--- config.mk ---
export PLATFORM = sky130hd
export DESIGN_NAME = vertex_layout_flag_decoder
export DESIGN_NICKNAME = d
export VERILOG_FILES = /design/src/sv/vld_pkg.sv /design/src/sv/vld_front.sv /design/src/sv/vld_queue.sv /design/src/sv/vld_back.sv /design/src/sv/vertex_layout_flag_decoder.sv
export SDC_FILE = /design/constraint.sdc
export NUM_CORES = 1
export LEC_CHECK = 0
export ABC_CLOCK_PERIOD_IN_PS = 10680
export BUFFER_PORTS_ARGS = -buffer_cell sky130_fd_sc_hd__buf_2
export CAP_MARGIN = 20
export CELL_PAD_IN_SITES_DETAIL_PLACEMENT = 1
export CELL_PAD_IN_SITES_GLOBAL_PLACEMENT = 2
export CORE_MARGIN = 8
export CORE_UTILIZATION = 46
export DETAILED_ROUTE_END_ITERATION = 12
export HOLD_SLACK_MARGIN = 0.05
export PLACE_DENSITY = 0.92
export RECOVER_POWER = 50
export SLEW_MARGIN = 5
export SYNTH_ARGS = -nofsm -noshare
export SYNTH_HDL_FRONTEND = slang
export SYNTH_HIERARCHICAL = 1
export SYNTH_SLANG_ARGS = --single-unit
--- constraint.sdc ---
create_clock -name clk -period 10.68 [get_ports clk]
set_clock_uncertainty 0.2 [all_clocks]
set_input_delay 3.204 -clock clk [delete_from_list [all_inputs] [get_ports clk]]
set_output_delay 3.204 -clock clk [all_outputs]
set_load 0.005 [all_outputs]
--- src/sv/vld_pkg.sv ---
// ----------------------------------------------------------------------------
// vld_pkg: shared types and tables for the vertex layout flag decoder
// Holds the job record passed from the front end to the back end, the
// attribute slot numbering, the format codes and the packed stride tables.
// ----------------------------------------------------------------------------
package vld_pkg;

  // Default depth of the job queue between front and back end.
  localparam int QUEUE_DEPTH_DEF = 2;

  // Attribute slots: five fixed attributes followed by ten texcoords.
  localparam int NUM_TC    = 10;
  localparam int NUM_SLOTS = 15;
  localparam int SLOT_W    = $clog2(NUM_SLOTS);
  localparam int TC_IDX_W  = $clog2(NUM_TC);

  localparam logic [SLOT_W-1:0] SLOT_POSITION     = SLOT_W'(0);
  localparam logic [SLOT_W-1:0] SLOT_BLENDWEIGHT  = SLOT_W'(1);
  localparam logic [SLOT_W-1:0] SLOT_BLENDINDICES = SLOT_W'(2);
  localparam logic [SLOT_W-1:0] SLOT_NORMAL       = SLOT_W'(3);
  localparam logic [SLOT_W-1:0] SLOT_COLOR        = SLOT_W'(4);
  localparam logic [SLOT_W-1:0] SLOT_TEXCOORD0    = SLOT_W'(5);

  // Packed stride tables and their masks.
  localparam logic [31:0] BLEND_STRIDES  = 32'h0213_2100;
  localparam logic [31:0] TC_STRIDES     = 32'h48A3_1A20;
  localparam logic [3:0]  OFFS_MASK      = 4'hC;
  localparam logic [4:0]  BW_SEL_MASK    = 5'h18;
  localparam logic [4:0]  TC_STRIDE_MASK = 5'h1C;
  localparam logic [3:0]  TC_FORMATS     = 4'd10;

  // Semantic kinds.
  typedef enum logic [2:0] {
    KIND_POSITION     = 3'd0,
    KIND_BLENDWEIGHT  = 3'd1,
    KIND_BLENDINDICES = 3'd2,
    KIND_NORMAL       = 3'd3,
    KIND_COLOR        = 3'd4,
    KIND_TEXCOORD     = 3'd5
  } kind_t;

  // Format codes used by the decoder.
  localparam logic [6:0] FMT_UNKNOWN            = 7'd0;
  localparam logic [6:0] FMT_R32G32B32A32_FLOAT = 7'd2;
  localparam logic [6:0] FMT_R32G32B32_FLOAT    = 7'd6;
  localparam logic [6:0] FMT_R16G16B16A16_UINT  = 7'd12;
  localparam logic [6:0] FMT_R16G16B16A16_SINT  = 7'd14;
  localparam logic [6:0] FMT_R32G32_FLOAT       = 7'd16;
  localparam logic [6:0] FMT_R32G32_UINT        = 7'd17;
  localparam logic [6:0] FMT_R8G8B8A8_UNORM     = 7'd28;
  localparam logic [6:0] FMT_R8G8B8A8_UINT      = 7'd30;
  localparam logic [6:0] FMT_R16G16_UINT        = 7'd36;
  localparam logic [6:0] FMT_R16G16_SINT        = 7'd38;
  localparam logic [6:0] FMT_R32_FLOAT          = 7'd41;
  localparam logic [6:0] FMT_R32_UINT           = 7'd42;

  // One classified flag word, as queued for the back end.
  typedef struct packed {
    logic [NUM_SLOTS-1:0]     mask;        // attributes still to emit
    logic                     pos_packed;  // flag bit 1
    logic [1:0]               pos_low;     // flag bits 1:0
    logic [1:0]               bw_sel;      // flag bits 14:13
    logic                     nrm_packed;  // flag bit 9
    logic [NUM_TC-1:0][3:0]   tc_fmt;      // texcoord codes, out-of-table cleared
  } job_t;

  // Texcoord code to format.
  function automatic logic [6:0] tc_format(input logic [3:0] code);
    logic [6:0] fmt;
    unique case (code)
      4'd1:    fmt = FMT_R32_FLOAT;
      4'd2:    fmt = FMT_R32G32_FLOAT;
      4'd3:    fmt = FMT_R32G32B32_FLOAT;
      4'd4:    fmt = FMT_R32G32B32A32_FLOAT;
      4'd5:    fmt = FMT_R16G16_SINT;
      4'd6:    fmt = FMT_R16G16B16A16_SINT;
      4'd7:    fmt = FMT_R16G16_UINT;
      4'd8:    fmt = FMT_R16G16B16A16_UINT;
      4'd9:    fmt = FMT_R32G32_UINT;
      default: fmt = FMT_UNKNOWN;
    endcase
    return fmt;
  endfunction

  // Texcoord stride: three bits of the packed table per code.
  function automatic logic [4:0] tc_stride(input logic [3:0] code);
    logic [5:0]  amt;
    logic [31:0] sh;
    amt = {1'b0, code, 1'b0} + {2'b00, code};
    sh  = TC_STRIDES >> amt;
    return sh[4:0] & TC_STRIDE_MASK;
  endfunction

  // Blend stride from the packed table at a given select.
  function automatic logic [3:0] blend_stride(input logic [4:0] sel);
    logic [4:0]  amt;
    logic [31:0] sh;
    amt = sel + 5'd2;
    sh  = BLEND_STRIDES >> amt;
    return sh[3:0] & OFFS_MASK;
  endfunction

endpackage

--- src/sv/vld_front.sv ---
// ----------------------------------------------------------------------------
// vld_front: request intake and classification
// Accepts a flag word when the job queue has room and turns it into a job:
// a mask of the attributes to emit and the few flag bits the back end needs.
// ----------------------------------------------------------------------------
module vld_front (
  input  logic              start,
  input  logic [63:0]       layout_flags,
  input  logic              queue_full,
  output logic              busy,
  output logic              push,
  output vld_pkg::job_t     push_job
);
  import vld_pkg::*;

  logic [NUM_TC-1:0][3:0] nib;
  logic                   tc_on;

  // A request is taken whenever the queue can hold it.
  assign busy = queue_full;
  assign push = start & ~queue_full;

  // Texcoords are only decoded when the first nibble is nonzero.
  always_comb begin
    for (int i = 0; i < NUM_TC; i++) begin
      nib[i] = layout_flags[24 + 4*i +: 4];
    end
  end
  assign tc_on = (nib[0] != 4'd0);

  // Build the job record.
  always_comb begin
    push_job = '0;
    push_job.mask[SLOT_POSITION]     = layout_flags[0] | layout_flags[1];
    push_job.mask[SLOT_BLENDWEIGHT]  = layout_flags[12] & (layout_flags[13] | layout_flags[14]);
    push_job.mask[SLOT_BLENDINDICES] = layout_flags[12];
    push_job.mask[SLOT_NORMAL]       = layout_flags[8] | layout_flags[9];
    push_job.mask[SLOT_COLOR]        = layout_flags[4];
    for (int i = 0; i < NUM_TC; i++) begin
      push_job.mask[int'(SLOT_TEXCOORD0) + i] = tc_on & (nib[i] != 4'd0);
      // A code beyond the table decodes as unknown with no stride.
      push_job.tc_fmt[i] = (nib[i] >= TC_FORMATS) ? 4'd0 : nib[i];
    end
    push_job.pos_packed = layout_flags[1];
    push_job.pos_low    = layout_flags[1:0];
    push_job.bw_sel     = layout_flags[14:13];
    push_job.nrm_packed = layout_flags[9];
  end

endmodule

--- src/sv/vld_queue.sv ---
// ----------------------------------------------------------------------------
// vld_queue: job queue between front and back end
// A small circular buffer of classified jobs so that the front end can take
// a new request while the back end is still emitting descriptors.
// ----------------------------------------------------------------------------
module vld_queue #(
  parameter int DEPTH = vld_pkg::QUEUE_DEPTH_DEF
) (
  input  logic              clk,
  input  logic              rst,
  input  logic              push,
  input  vld_pkg::job_t     push_job,
  input  logic              pop,
  output vld_pkg::job_t     head_job,
  output logic              empty,
  output logic              full
);
  import vld_pkg::*;

  localparam int PTR_W = $clog2(DEPTH);
  localparam int CNT_W = $clog2(DEPTH + 1);

  job_t             entries [DEPTH];
  logic [PTR_W-1:0] wr_ptr;
  logic [PTR_W-1:0] rd_ptr;
  logic [CNT_W-1:0] count;

  assign empty    = (count == '0);
  assign full     = (count == CNT_W'(DEPTH));
  assign head_job = entries[rd_ptr];

  // Pointers and fill count.
  always_ff @(posedge clk) begin
    if (rst) begin
      wr_ptr <= '0;
      rd_ptr <= '0;
      count  <= '0;
    end else begin
      if (push) begin
        wr_ptr <= (wr_ptr == PTR_W'(DEPTH - 1)) ? '0 : wr_ptr + 1'b1;
      end
      if (pop) begin
        rd_ptr <= (rd_ptr == PTR_W'(DEPTH - 1)) ? '0 : rd_ptr + 1'b1;
      end
      if (push && !pop) begin
        count <= count + 1'b1;
      end else if (pop && !push) begin
        count <= count - 1'b1;
      end
    end
  end

  // Job storage.
  always_ff @(posedge clk) begin
    if (push) begin
      entries[wr_ptr] <= push_job;
    end
  end

  a_no_overflow: assert property (@(posedge clk) disable iff (rst) push |-> !full)
    else $error("job queue written while full");
  a_no_underflow: assert property (@(posedge clk) disable iff (rst) pop |-> !empty)
    else $error("job queue read while empty");
  a_count_bound: assert property (@(posedge clk) disable iff (rst)
    count <= CNT_W'(DEPTH))
    else $error("job queue count beyond depth");

endmodule

--- src/sv/vld_back.sv ---
// ----------------------------------------------------------------------------
// vld_back: descriptor sequencer
// Takes one job from the queue and emits one descriptor per cycle in slot
// order, keeping the running byte offset. An empty job gives one invalid
// descriptor.
// ----------------------------------------------------------------------------
module vld_back (
  input  logic              clk,
  input  logic              rst,
  input  vld_pkg::job_t     head_job,
  input  logic              empty,
  output logic              pop,
  output logic              result_strobe,
  output logic              element_valid,
  output logic [2:0]        semantic_kind,
  output logic [3:0]        semantic_number,
  output logic [6:0]        format_code,
  output logic [8:0]        byte_offset,
  output logic              last_element
);
  import vld_pkg::*;

  // Blend index select: flag bit 12 is always set when they are present.
  localparam logic [4:0] BI_SEL = 5'd4;

  typedef enum logic [1:0] {
    ST_IDLE = 2'b01,
    ST_RUN  = 2'b10
  } state_t;

  state_t                state;
  job_t                  job;
  logic [8:0]            offs;

  logic [NUM_SLOTS-1:0]  onehot;
  logic [NUM_SLOTS-1:0]  rest;
  logic [SLOT_W-1:0]     idx;
  logic [TC_IDX_W-1:0]   tc_slot;
  logic [3:0]            tc_code;
  kind_t                 kind;
  logic [3:0]            number;
  logic [6:0]            fmt;
  logic [8:0]            stride;

  assign pop = (state == ST_IDLE) && !empty;

  // Pick the lowest attribute still pending.
  assign onehot = job.mask & (~job.mask + 1'b1);
  assign rest   = job.mask & ~onehot;

  always_comb begin
    idx = '0;
    for (int i = 0; i < NUM_SLOTS; i++) begin
      if (onehot[i]) begin
        idx = idx | SLOT_W'(i);
      end
    end
  end

  assign tc_slot = TC_IDX_W'(idx - SLOT_TEXCOORD0);

  // Descriptor and stride of the chosen attribute.
  always_comb begin
    tc_code = 4'd0;
    number  = 4'd0;
    unique case (idx)
      SLOT_POSITION: begin
        kind   = KIND_POSITION;
        fmt    = job.pos_packed ? FMT_R32G32_UINT : FMT_R32G32B32_FLOAT;
        stride = {5'd0, (4'd0 - {job.pos_low, 2'b00}) & OFFS_MASK};
      end
      SLOT_BLENDWEIGHT: begin
        kind   = KIND_BLENDWEIGHT;
        fmt    = job.bw_sel[1] ? FMT_R16G16_SINT : FMT_R32G32_FLOAT;
        stride = {5'd0, blend_stride({job.bw_sel, 3'b000} & BW_SEL_MASK)};
      end
      SLOT_BLENDINDICES: begin
        kind   = KIND_BLENDINDICES;
        fmt    = FMT_R8G8B8A8_UINT;
        stride = {5'd0, blend_stride(BI_SEL)};
      end
      SLOT_NORMAL: begin
        kind   = KIND_NORMAL;
        fmt    = job.nrm_packed ? FMT_R32_UINT : FMT_R32G32B32_FLOAT;
        stride = job.nrm_packed ? 9'd4 : 9'd12;
      end
      SLOT_COLOR: begin
        kind   = KIND_COLOR;
        fmt    = FMT_R8G8B8A8_UNORM;
        stride = 9'd4;
      end
      default: begin
        tc_code = job.tc_fmt[tc_slot];
        kind    = KIND_TEXCOORD;
        number  = 4'(tc_slot);
        fmt     = tc_format(tc_code);
        stride  = {4'd0, tc_stride(tc_code)};
      end
    endcase
  end

  // Sequencer and result register.
  always_ff @(posedge clk) begin
    if (rst) begin
      state         <= ST_IDLE;
      result_strobe <= 1'b0;
    end else begin
      result_strobe <= 1'b0;
      unique case (state)
        ST_IDLE: begin
          if (!empty) begin
            job   <= head_job;
            offs  <= 9'd0;
            state <= ST_RUN;
          end
        end
        ST_RUN: begin
          result_strobe <= 1'b1;
          if (job.mask == '0) begin
            element_valid   <= 1'b0;
            semantic_kind   <= KIND_POSITION;
            semantic_number <= 4'd0;
            format_code     <= FMT_UNKNOWN;
            byte_offset     <= 9'd0;
            last_element    <= 1'b1;
            state           <= ST_IDLE;
          end else begin
            element_valid   <= 1'b1;
            semantic_kind   <= kind;
            semantic_number <= number;
            format_code     <= fmt;
            byte_offset     <= offs;
            last_element    <= (rest == '0);
            offs            <= offs + stride;
            job.mask        <= rest;
            if (rest == '0) begin
              state <= ST_IDLE;
            end
          end
        end
        default: begin
          state <= ST_IDLE;
        end
      endcase
    end
  end

  a_invalid_is_last: assert property (@(posedge clk) disable iff (rst)
    result_strobe && !element_valid |-> last_element)
    else $error("invalid descriptor not marked last");
  a_strobe_from_run: assert property (@(posedge clk) disable iff (rst)
    result_strobe |-> $past(state == ST_RUN))
    else $error("descriptor emitted outside a run");
  a_mask_shrinks: assert property (@(posedge clk) disable iff (rst)
    state == ST_RUN && job.mask != '0 |=>
      $countones(job.mask) + 1 == $countones($past(job.mask)))
    else $error("pending mask did not drop exactly one attribute");

endmodule

--- src/sv/vertex_layout_flag_decoder.sv ---
// ----------------------------------------------------------------------------
// vertex_layout_flag_decoder: vertex layout flag word to attribute list
// Decodes one 64-bit layout flag word into a sequence of attribute
// descriptors: semantic, semantic index, format code and byte offset.
// ----------------------------------------------------------------------------
// Usage:
//   A request is taken at a rising edge with start high and busy low; the
//   flag word rides on layout_flags. busy is high only while the job queue
//   is full.
//   Each descriptor appears on the result ports for one cycle with
//   result_strobe high. Descriptors come in the order position, blend
//   weight, blend indices, normal, color, texcoords 0 to 9, and the final
//   one of a word carries last_element. A word with no attributes gives a
//   single descriptor with element_valid low.
//   A request is written into the job queue at its edge; the sequencer then
//   loads it from the queue in its idle state and emits the descriptors
//   from its result register in its run state, without a gap between
//   them. The queue lets requests be taken while the sequencer
//   is still emitting.
//   The receiver cannot stall: descriptors are never held back.
//   Reset empties the queue and returns the sequencer to idle; no
//   descriptor is emitted in the cycle after reset.
// ----------------------------------------------------------------------------
module vertex_layout_flag_decoder #(
  parameter int QUEUE_DEPTH = vld_pkg::QUEUE_DEPTH_DEF
) (
  input  logic        clk,
  input  logic        rst,
  input  logic        start,
  output logic        busy,
  input  logic [63:0] layout_flags,
  output logic        result_strobe,
  output logic        element_valid,
  output logic [2:0]  semantic_kind,
  output logic [3:0]  semantic_number,
  output logic [6:0]  format_code,
  output logic [8:0]  byte_offset,
  output logic        last_element
);
  import vld_pkg::*;

  logic  push;
  logic  pop;
  logic  queue_empty;
  logic  queue_full;
  job_t  push_job;
  job_t  head_job;

  // Intake and classification.
  vld_front u_front (
    .start        (start),
    .layout_flags (layout_flags),
    .queue_full   (queue_full),
    .busy         (busy),
    .push         (push),
    .push_job     (push_job)
  );

  // Job queue.
  vld_queue #(
    .DEPTH (QUEUE_DEPTH)
  ) u_queue (
    .clk      (clk),
    .rst      (rst),
    .push     (push),
    .push_job (push_job),
    .pop      (pop),
    .head_job (head_job),
    .empty    (queue_empty),
    .full     (queue_full)
  );

  // Descriptor sequencer.
  vld_back u_back (
    .clk             (clk),
    .rst             (rst),
    .head_job        (head_job),
    .empty           (queue_empty),
    .pop             (pop),
    .result_strobe   (result_strobe),
    .element_valid   (element_valid),
    .semantic_kind   (semantic_kind),
    .semantic_number (semantic_number),
    .format_code     (format_code),
    .byte_offset     (byte_offset),
    .last_element    (last_element)
  );

endmodule
==> summary.md, run 1 <==
| Metric | Value |
|---|---|
| Worst slew margin | `-143%` |
| Yosys top cell area share | `62.0%` |
| Sequential share of power | `39.7%` |
| Critical Path Fanout Max | `11` |
| H-tree depth | `1` |
| Pins Over Slew Limit | `111` |
| Synth area leader | `edfxtp_1` |
| Worst path required time | `10.70 ns` |
| Slowest stage delay, CP | `1.04 ns` |
| CTS tree | `built` |
| Lkg Pwr | `3.99 nW` |
| Routed vias/inst | `5.67` |
| Internal | `2.13 mW` |
| Setup violations, final | `0` |
| Number of global-route vias before repair | `6,635` |
| Hpwl dp | `16.5 mm` |
| Failing checks | `capacitance limit, slew limit` |
| Die height | `165 um` |
| #FFs+latches synth | `220` |
| Clock Tree Buf Depth | `3` |
| Core area | `21,900 um^2` |
| Antenna violations before repair | `0` |
| DR iter-0 viols | `317` |
| Routability Congestion | `0.857` |
| Logic pwr share | `36.7%` |
| Main flop type after synthesis | `edfxtp_1` |
| Synthesis-to-finish area growth | `12.0%` |
| Syn avg cell area | `14.1 um^2` |
| Top-count cell post-synth | `edfxtp_1` |
| Clock share of power | `23.6%` |
| Register area share after synthesis | `63.5%` |
| Async set-reset flop share out of synthesis | `0%` |
| Synth cell count leaders | `edfxtp_1, mux2_2, nor2_1, nand2_1, nor2b_1` |
| Clk_lat worst skew | `0.51 ns` |
| Drt first pass iters | `5` |
| Final Hold Viols | `0` |
| Post-CTS sizing | `0` |
| Final ANT Viol Nets | `0` |
| Syn Std Cell Area | `10,300 um^2` |
| Layout cell share with drive strength beyond 1 | `20.9%` |
| Num CTS Buffers | `23` |
| Layout filler cell count | `2,198` |
| Routed len/inst | `21.6 um` |
| Worst Max-Slew Pin Slew | `3.65 ns` |
| CTS clk-pin slew, worst paths | `0.06 ns` |
| Critical path capture point type | `flip-flop` |
| Power per cell area | `283 nW/um^2` |
| Placed cell areas | `10,800 um^2` |
| Netlist cell types | `78` |
| Worst EP arrival | `8.80 ns` |
| Residual DRC | `0` |
| Clk sinks | `220` |
| Cts hold-fix bufs | `0` |
| Setup bufs post-CTS | `0` |
| Die Area | `27,400 um^2` |
| Ant diodes | `0` |
| Crit start category | `flip-flop` |
| Post-route cell area | `11,500 um^2` |
| Max VDD drop | `120 uV` |
| Ports | `94` |
| Worst hold path type | `flip-flop to flip-flop` |
| Maxcap violations | `2` |
| Global-route usage over all layers | `17.3%` |
| Ys Warns | `6` |
| Critical path's slowest cell | `nor4_1` |
| Rows | `54` |
| Net Sw Frac | `34.5%` |
| Setup TNS | `0 ns` |
| WS Path Type | `flip-flop to flip-flop` |
| Grt total ovfl | `0` |
| Status | `finished with violations` |
| Via count | `6,192` |
| Unrepaired setup endpoints after global routing | `no` |
| Final wirelength | `23.6 mm` |
| Number of synthesized flops with an enable pin | `212` |
| Switch Pwr | `1.12 mW` |
| Cells after Synth | `726` |
| Tcrit/Tclk final | `82.1%` |
| Clock tree root driver cell | `clkbuf_16` |
| Overall power | `3.25 mW` |
| Synth area leaders | `edfxtp_1, mux2_2, ha_1, nor2_1, nor2b_1` |
| Largest net degree at the start of global routing | `62` |
| Layout Nets | `887` |
| Fin crit period | `8.77 ns` |
| Initial Util | `46.9%` |
| I/O Buffers | `74` |
| First-pass GRT wire length | `36.5 mm` |
| FMAX | `0.114 GHz` |
| Die W | `165 um` |
==> flip-flops by register name (all words and copies together) (netlist names), 2 cells and up, named ones only <==
signal / flops
u_back/byte_offset: 7
u_back/format_code: 6
u_back/job: 61
u_back/offs: 7
u_back/semantic_kind: 3
u_back/semantic_number: 4
u_back/state: 2
u_queue/count: 2
u_queue/entries: 122
==> per-stage QoR <==
stage          utilization, %  cells  setup slack [ns]  hold WS [ns]
3_5_place_dp             49.5   1055              2.42         0.304
5_1_grt                  52.6   1093              1.20         0.343
6_report                 52.6   1093              1.91         0.316
2_1_floorplan               -    728              3.60         0.261
3_3_place_gp             49.5   1055              2.67         0.279
4_1_cts                  52.8   1092              2.28         0.308
==> power groups by stage <==
stage	logic, mW	registers [mW]	clock network, mW
2_1_floorplan	0.885	1.26	0
3_3_place_gp	1.13	1.28	0
3_5_place_dp	1.18	1.30	0
4_1_cts	1.19	1.29	0.786
5_1_grt	1.31	1.31	0.815
6_report	1.19	1.29	0.769
==> cell type report <==
| class | count | area [um^2] | share of cell area [%] |
|---|---|---|---|
| sequential | 220 | 6530 | 56.7 |
| inverter | 21 | 91.3 | 0.794 |
| tap | 280 | 350 | 3.04 |
| clock inverter | 6 | 106 | 0.924 |
| multi-input combinational | 453 | 3440 | 29.9 |
| clock buffer | 31 | 606 | 5.26 |
| timing repair buffer | 82 | 385 | 3.35 |
==> layout by cell type, fill, tap and decap left out, types with 23 or more instances in the layout <==
cell type	Yosys	routed
o21ai_0	25	25
edfxtp_1	212	212
clkbuf_16	0	23
clkbuf_1	9	38
buf_2	1	47
nor2_1	46	46
mux2_2	61	54
nand2_1	38	38
nor2b_1	27	25
==> logic make-up (layout without fill, tap and decap cells) <==
group	Yosys count	after routing	synth area share, %
AND/OR/NAND/NOR	228	228	12.7
buffers and inverters	55	140	3.13
flip-flops	220	220	63.5
other	1	3	0.0365
XOR/XNOR	14	14	1.27
AO/OA/AOI/OAI	107	107	7.36
multiplexers	79	79	9.26
adder cells (fa/ha/maj)	22	22	2.75
==> critical path, delay by kind of cell (launching register included) <==
family / cells / cell delay (ns)
multiplexers: 4 / 1.15
AO/OA/AOI/OAI: 8 / 2.15
flip-flops: 1 / 0.52
buffers and inverters: 1 / 0.13
adder cells (fa/ha/maj): 3 / 0.91
XOR/XNOR: 1 / 0.19
AND/OR/NAND/NOR: 9 / 3.23
==> path summary, 6_finish.rpt <==
path,from,to,slack [ns],cells after the start
worst max-delay path,u_back/job[50],u_back/offs[5],1.91,26
worst min-delay path,u_queue/count[1],u_queue/count[1],0.32,2
worst max register to register,u_back/job[50],u_back/offs[5],1.91,26
worst min register to register,u_queue/count[1],u_queue/count[1],0.32,2
==> metal layers <==
metal	routed length (um)	track usage (%)	up-vias
li1	-	-	2901
met1	10200	21.9	3097
met2	11500	29.5	154
met3	1290	3.10	40
met4	646	5.93	0
met5	0	0	-
No activity file was read; power rests on OpenSTA's default activity.
==> inputs of run 2 (changes only) <==
--- a/config.mk
+++ b/config.mk
@@ -5,16 +5,16 @@
 export SDC_FILE = /design/constraint.sdc
 export NUM_CORES = 1
 export LEC_CHECK = 0
-export ABC_CLOCK_PERIOD_IN_PS = 10680
+export ABC_CLOCK_PERIOD_IN_PS = 9000
 export BUFFER_PORTS_ARGS = -buffer_cell sky130_fd_sc_hd__buf_2
 export CAP_MARGIN = 20
 export CELL_PAD_IN_SITES_DETAIL_PLACEMENT = 1
 export CELL_PAD_IN_SITES_GLOBAL_PLACEMENT = 2
 export CORE_MARGIN = 8
-export CORE_UTILIZATION = 46
+export CORE_UTILIZATION = 42
 export DETAILED_ROUTE_END_ITERATION = 12
 export HOLD_SLACK_MARGIN = 0.05
-export PLACE_DENSITY = 0.92
+export PLACE_DENSITY = 0.86
 export RECOVER_POWER = 50
 export SLEW_MARGIN = 5
 export SYNTH_ARGS = -nofsm -noshare
==> constraint.sdc (replaced) <==
create_clock -name clk -period 9 [get_ports clk]
set_clock_uncertainty 0.2 [all_clocks]
set_input_delay 2.7 -clock clk [delete_from_list [all_inputs] [get_ports clk]]
set_output_delay 2.7 -clock clk [all_outputs]
set_load 0.005 [all_outputs]
==> summary.md, run 2 (synthesis results as in run 1) <==
| Metric | Value |
|---|---|
| Critical Path Fanout Max | `11` |
| Failing checks | `capacitance limit, slew limit` |
| Detail Route met3 WL | `1.05 mm` |
| Max reg flops | `122` |
| Setup bufs post-CTS | `0` |
| First-pass GRT wire length | `35.3 mm` |
| WS Path Type | `flip-flop to flip-flop` |
| Crit-path leading delay family | `simple AND/OR/NAND/NOR gates` |
| Die W | `172 um` |
| Num CTS Buffers | `24` |
| Drt first pass iters | `4` |
| Clock Tree Buf Depth | `3` |
| Antenna violations before repair | `0` |
| Clock tree root driver cell | `clkbuf_16` |
| Ant diodes | `0` |
| DR iter-0 viols | `349` |
| Die height | `172 um` |
| Final worst slack | `0.988 ns` |
| Core area | `24,200 um^2` |
| Status | `finished with violations` |
| Final ANT Viol Nets | `0` |
| Largest regs | `u_queue/entries: 122 flops, u_back/job: 61 flops` |
| Residual DRC | `0` |
| Crit start category | `flip-flop` |
| Slowest stage delay, CP | `0.65 ns` |
| Worst path required time | `9.03 ns` |
| Ports | `94` |
| Highest-count cells in the layout ignoring fill and taps | `edfxtp_1, mux2_2, buf_2` |
| Post-CTS sizing | `0` |
| Die Area | `29,700 um^2` |
| Global-route usage over all layers | `15.3%` |
| Clk sinks | `220` |
| Most common cell after layout, fill and taps aside | `edfxtp_1` |
| CTS clk-pin slew, worst paths | `0.06 ns` |
| Layout filler cell count | `2,475` |
| Final Hold Viols | `0` |
| Number of global-route vias before repair | `6,363` |
| Post-route cell area | `11,600 um^2` |
| Cts hold-fix bufs | `0` |
| Initial Util | `42.5%` |
| Met2 Routed Length | `10.8 mm` |
| Worst hold path type | `flip-flop to flip-flop` |
| Power per cell area | `331 nW/um^2` |
| Via count | `6,049` |
| Register with the highest flop count | `u_queue/entries` |
| Max VDD drop | `130 uV` |
| Tcrit/Tclk final | `89.0%` |
| Met1 wire length | `10.3 mm` |
| Rows | `57` |
| Routed len/inst | `19.7 um` |
| Layout Nets | `889` |
| Worst Max-Slew Pin Slew | `3.44 ns` |
| Pins Over Slew Limit | `119` |
| Worst EP arrival | `8.04 ns` |
| Final wirelength | `22.6 mm` |
| Lkg Pwr | `4.02 nW` |
| I/O Buffers | `74` |
| Grt total ovfl | `0` |
| Setup violations, final | `0` |
| Clk_lat worst skew | `0.51 ns` |
| Crit path buf inv count | `1` |
| Pre-CTS setup slack | `0.976 ns` |
| Critical path's slowest cell | `or4_4` |
| Core Util, Final | `48.0%` |
| Synthesis-to-finish area growth | `12.9%` |
| Layout cell share with drive strength beyond 1 | `21.7%` |
| Fin crit period | `8.01 ns` |
| Placed cells | `1,101` |
| Placed cell areas | `10,900 um^2` |
| Critical path capture point type | `flip-flop` |
| Setup TNS | `0 ns` |
| CTS tree | `built` |
| Finished Layout Cells | `1,145` |
| Hold WS | `0.311 ns` |
| Routed vias/inst | `5.28` |
| FMAX | `0.125 GHz` |
| Hpwl dp | `15.4 mm` |
| Worst slew margin | `-129%` |
| H-tree depth | `1` |
| Routability Congestion | `0.853` |
| Unrepaired setup endpoints after global routing | `no` |
| Largest net degree at the start of global routing | `62` |
| Overall power | `3.84 mW` |
| Maxcap violations | `3` |
| Top sig layer | `met4` |
## run 2: cell types whose count changed in the layout (fill, tap and decap cells not counted), sizes merged
| cell | change |
|---|---|
| bufinv | -2 |
| buf | +1 |
| clkinv | +10 |
| clkbuf | -2 |
| inv | +1 |
## run 2: final cells by class
| type | count | area, um^2 | area share (%) |
|---|---|---|---|
| clock inverters | 15 | 103 | 0.885 |
| clock buffers | 29 | 641 | 5.52 |
| inverters | 21 | 91.3 | 0.788 |
| repair buffers | 83 | 395 | 3.41 |
| flip-flops and latches | 220 | 6530 | 56.3 |
| multi-input cells | 453 | 3430 | 29.6 |
| well taps | 324 | 405 | 3.50 |
## run 2: layer usage
| layer | vias up | track usage, % |
|---|---|---|
| met4 | 0 | 3.86 |
| met3 | 36 | 2.08 |
| met2 | 116 | 25.2 |
| met1 | 2991 | 20.9 |
| met5 | - | 0 |
| li1 | 2906 | - |
## run 2: report_power, final
group / internal (mW) / switching, mW / total (mW) / leakage, nW
sequential: 1.42 / 0.107 / 1.52 / 2.03
clock: 0.536 / 0.386 / 0.922 / 0.365
combinational: 0.558 / 0.837 / 1.39 / 1.62
total: 2.51 / 1.33 / 3.84 / 4.02
## run 2: worst min-delay path: stages (launching register included)
cell and delay [ns]:
dfxtp_1 0.33, o21ai_0 0.08, a21oi_1 0.06
## run 2: path summary, 6_finish.rpt
| kind | startpoint | end | slack, ns | cells past startpoint |
|---|---|---|---|---|
| setup / recovery | u_back/job[46] | u_back/offs[8] | 0.99 | 25 |
| hold / removal | u_queue/count[1] | u_queue/count[1] | 0.31 | 2 |
| setup reg to reg | u_back/job[46] | u_back/offs[8] | 0.99 | 25 |
| hold reg to reg | u_queue/count[1] | u_queue/count[1] | 0.31 | 2 |
==> inputs of run 3 (changes only) <==
--- a/config.mk
+++ b/config.mk
@@ -13,6 +13,7 @@
 export CORE_MARGIN = 8
 export CORE_UTILIZATION = 42
 export DETAILED_ROUTE_END_ITERATION = 12
+export GPL_TIMING_DRIVEN = 0
 export HOLD_SLACK_MARGIN = 0.05
 export PLACE_DENSITY = 0.86
 export RECOVER_POWER = 50
==> summary.md, run 3 (synthesis results as in run 1) <==
| Metric | Value |
|---|---|
| First-pass GRT wire length | `36.3 mm` |
| Ports | `94` |
| Critical Path Fanout Max | `10` |
| Antenna violations before repair | `0` |
| Cts hold-fix bufs | `0` |
| Final wirelength | `23.3 mm` |
| Final ANT Viol Nets | `0` |
| Status | `finished with violations` |
| Layout filler cell count | `2,471` |
| Pre-CTS setup slack | `0.838 ns` |
| Unrepaired setup endpoints after global routing | `no` |
| Ant diodes | `0` |
| Residual DRC | `0` |
| Power per cell area | `329 nW/um^2` |
| Worst Max-Slew Pin Slew | `2.14 ns` |
| Register with the highest flop count | `u_queue/entries` |
| Initial Util | `42.5%` |
| DR iter-0 viols | `318` |
| Post-route cell area | `11,800 um^2` |
| Number of global-route vias before repair | `6,555` |
| Largest net degree at the start of global routing | `61` |
| Setup TNS | `0 ns` |
| WS Path Type | `flip-flop to flip-flop` |
| CTS tree | `built` |
| Tcrit/Tclk final | `92.3%` |
| Final Hold Viols | `0` |
| Core area | `24,200 um^2` |
| Max reg flops | `122` |
| Hpwl dp | `16.6 mm` |
| Layout Nets | `920` |
| Num CTS Buffers | `25` |
| Layout cell share with drive strength beyond 1 | `21.7%` |
| Post-CTS sizing | `0` |
| Die Area | `29,700 um^2` |
| Setup bufs post-CTS | `0` |
| Placed cells | `1,131` |
| Failing checks | `capacitance limit, slew limit` |
| Drt first pass iters | `4` |
| Pins Over Slew Limit | `31` |
| Clk sinks | `220` |
| Synthesis-to-finish area growth | `15.2%` |
| Via count | `6,220` |
| H-tree depth | `1` |
| Max VDD drop | `156 uV` |
| Worst path required time | `9.06 ns` |
| Clk_lat worst skew | `0.53 ns` |
| Finished Layout Cells | `1,177` |
| Placed cell areas | `11,200 um^2` |
| Routed vias/inst | `5.28` |
| Maxcap violations | `2` |
| Critical path capture point type | `flip-flop` |
| Largest regs | `u_queue/entries: 122 flops, u_back/job: 61 flops` |
| Grt total ovfl | `0` |
| FMAX | `0.120 GHz` |
| Final worst slack | `0.693 ns` |
| Rows | `57` |
| I/O Buffers | `73` |
| Clock tree root driver cell | `clkbuf_16` |
| Fin crit period | `8.31 ns` |
| Worst EP arrival | `8.36 ns` |
| Global-route usage over all layers | `15.7%` |
| Highest-count cells in the layout ignoring fill and taps | `edfxtp_1, mux2_2, clkbuf_1` |
| Routed len/inst | `19.8 um` |
| Most common cell after layout, fill and taps aside | `edfxtp_1` |
| CTS clk-pin slew, worst paths | `0.06 ns` |
| Crit start category | `flip-flop` |
| Hold WS | `0.307 ns` |
| Die height | `172 um` |
| Die W | `172 um` |
| Setup violations, final | `0` |
| Worst hold path type | `flip-flop to flip-flop` |
| Clock Tree Buf Depth | `3` |
| Worst slew margin | `-42.9%` |
| Worst reg-to-reg setup slack | `0.69 ns` |
| Routability Congestion | `0.848` |
| Lkg Pwr | `4.12 nW` |
[run 3: metal layers]
layer | part of all wire (%) | track usage, %
met1 | 46 | 20.8
met2 | 49 | 26.8
met3 | 3.7 | 2.01
met4 | 2.2 | 4.35
met5 | 0 | 0
[run 3: final cells by class]
cell class                 count  area [um^2]  area share, %
clock inverter                17          115          0.973
inverter                      21         91.3          0.772
clock buffer                  29          641           5.42
timing repair buffer          79          435           3.68
multi-input combinational    453         3410           28.8
buffer                        34          203           1.71
sequential                   220         6530           55.2
tap                          324          405           3.43
[run 3: path summary, 6_finish.rpt]
kind,from,depth (start not counted),end
setup / recovery,u_back/job[50],27,u_back/offs[5]
hold / removal,u_queue/count[1],2,u_queue/count[1]
setup reg to reg,u_back/job[50],27,u_back/offs[5]
hold reg to reg,u_queue/count[1],2,u_queue/count[1]
[run 3: through the flow]
| step | power (mW) | util (%) |
|---|---|---|
| 6_report | 3.89 | 48.9 |
| 2_1_floorplan | 2.55 | - |
| 3_3_place_gp | 2.93 | 45.7 |
| 3_5_place_dp | 2.99 | 46.3 |
| 5_1_grt | 4.11 | 48.9 |
| 4_1_cts | 3.95 | 49.4 |
[run 3: critical path, stage by stage (launching register included)]
cell and delay (ns):
edfxtp_1 0.36, clkbuf_1 0.23, or4_1 0.65, or4_1 0.55, o32a_1 0.30, and2_1 0.22, ha_1 0.22, clkbuf_1 0.21
nor3_1 0.40, nor4_4 0.15, nor2_1 0.35, a211oi_1 0.17, nor3_2 0.61, ha_1 0.34, inv_1 0.09, fa_1 0.50
clkbuf_1 0.37, nor2_1 0.14, nand3_1 0.12, mux2i_1 0.08, a311oi_1 0.26, o32ai_1 0.14, a21oi_1 0.37, ha_1 0.32
a21o_1 0.16, a21oi_1 0.26, xor2_1 0.19, nor2_1 0.05
[run 3: report_power, final]
part | internal [mW] | switching (mW)
registers | 1.41 | 0.0955
logic | 0.577 | 0.868
clock network | 0.539 | 0.405
total | 2.53 | 1.37
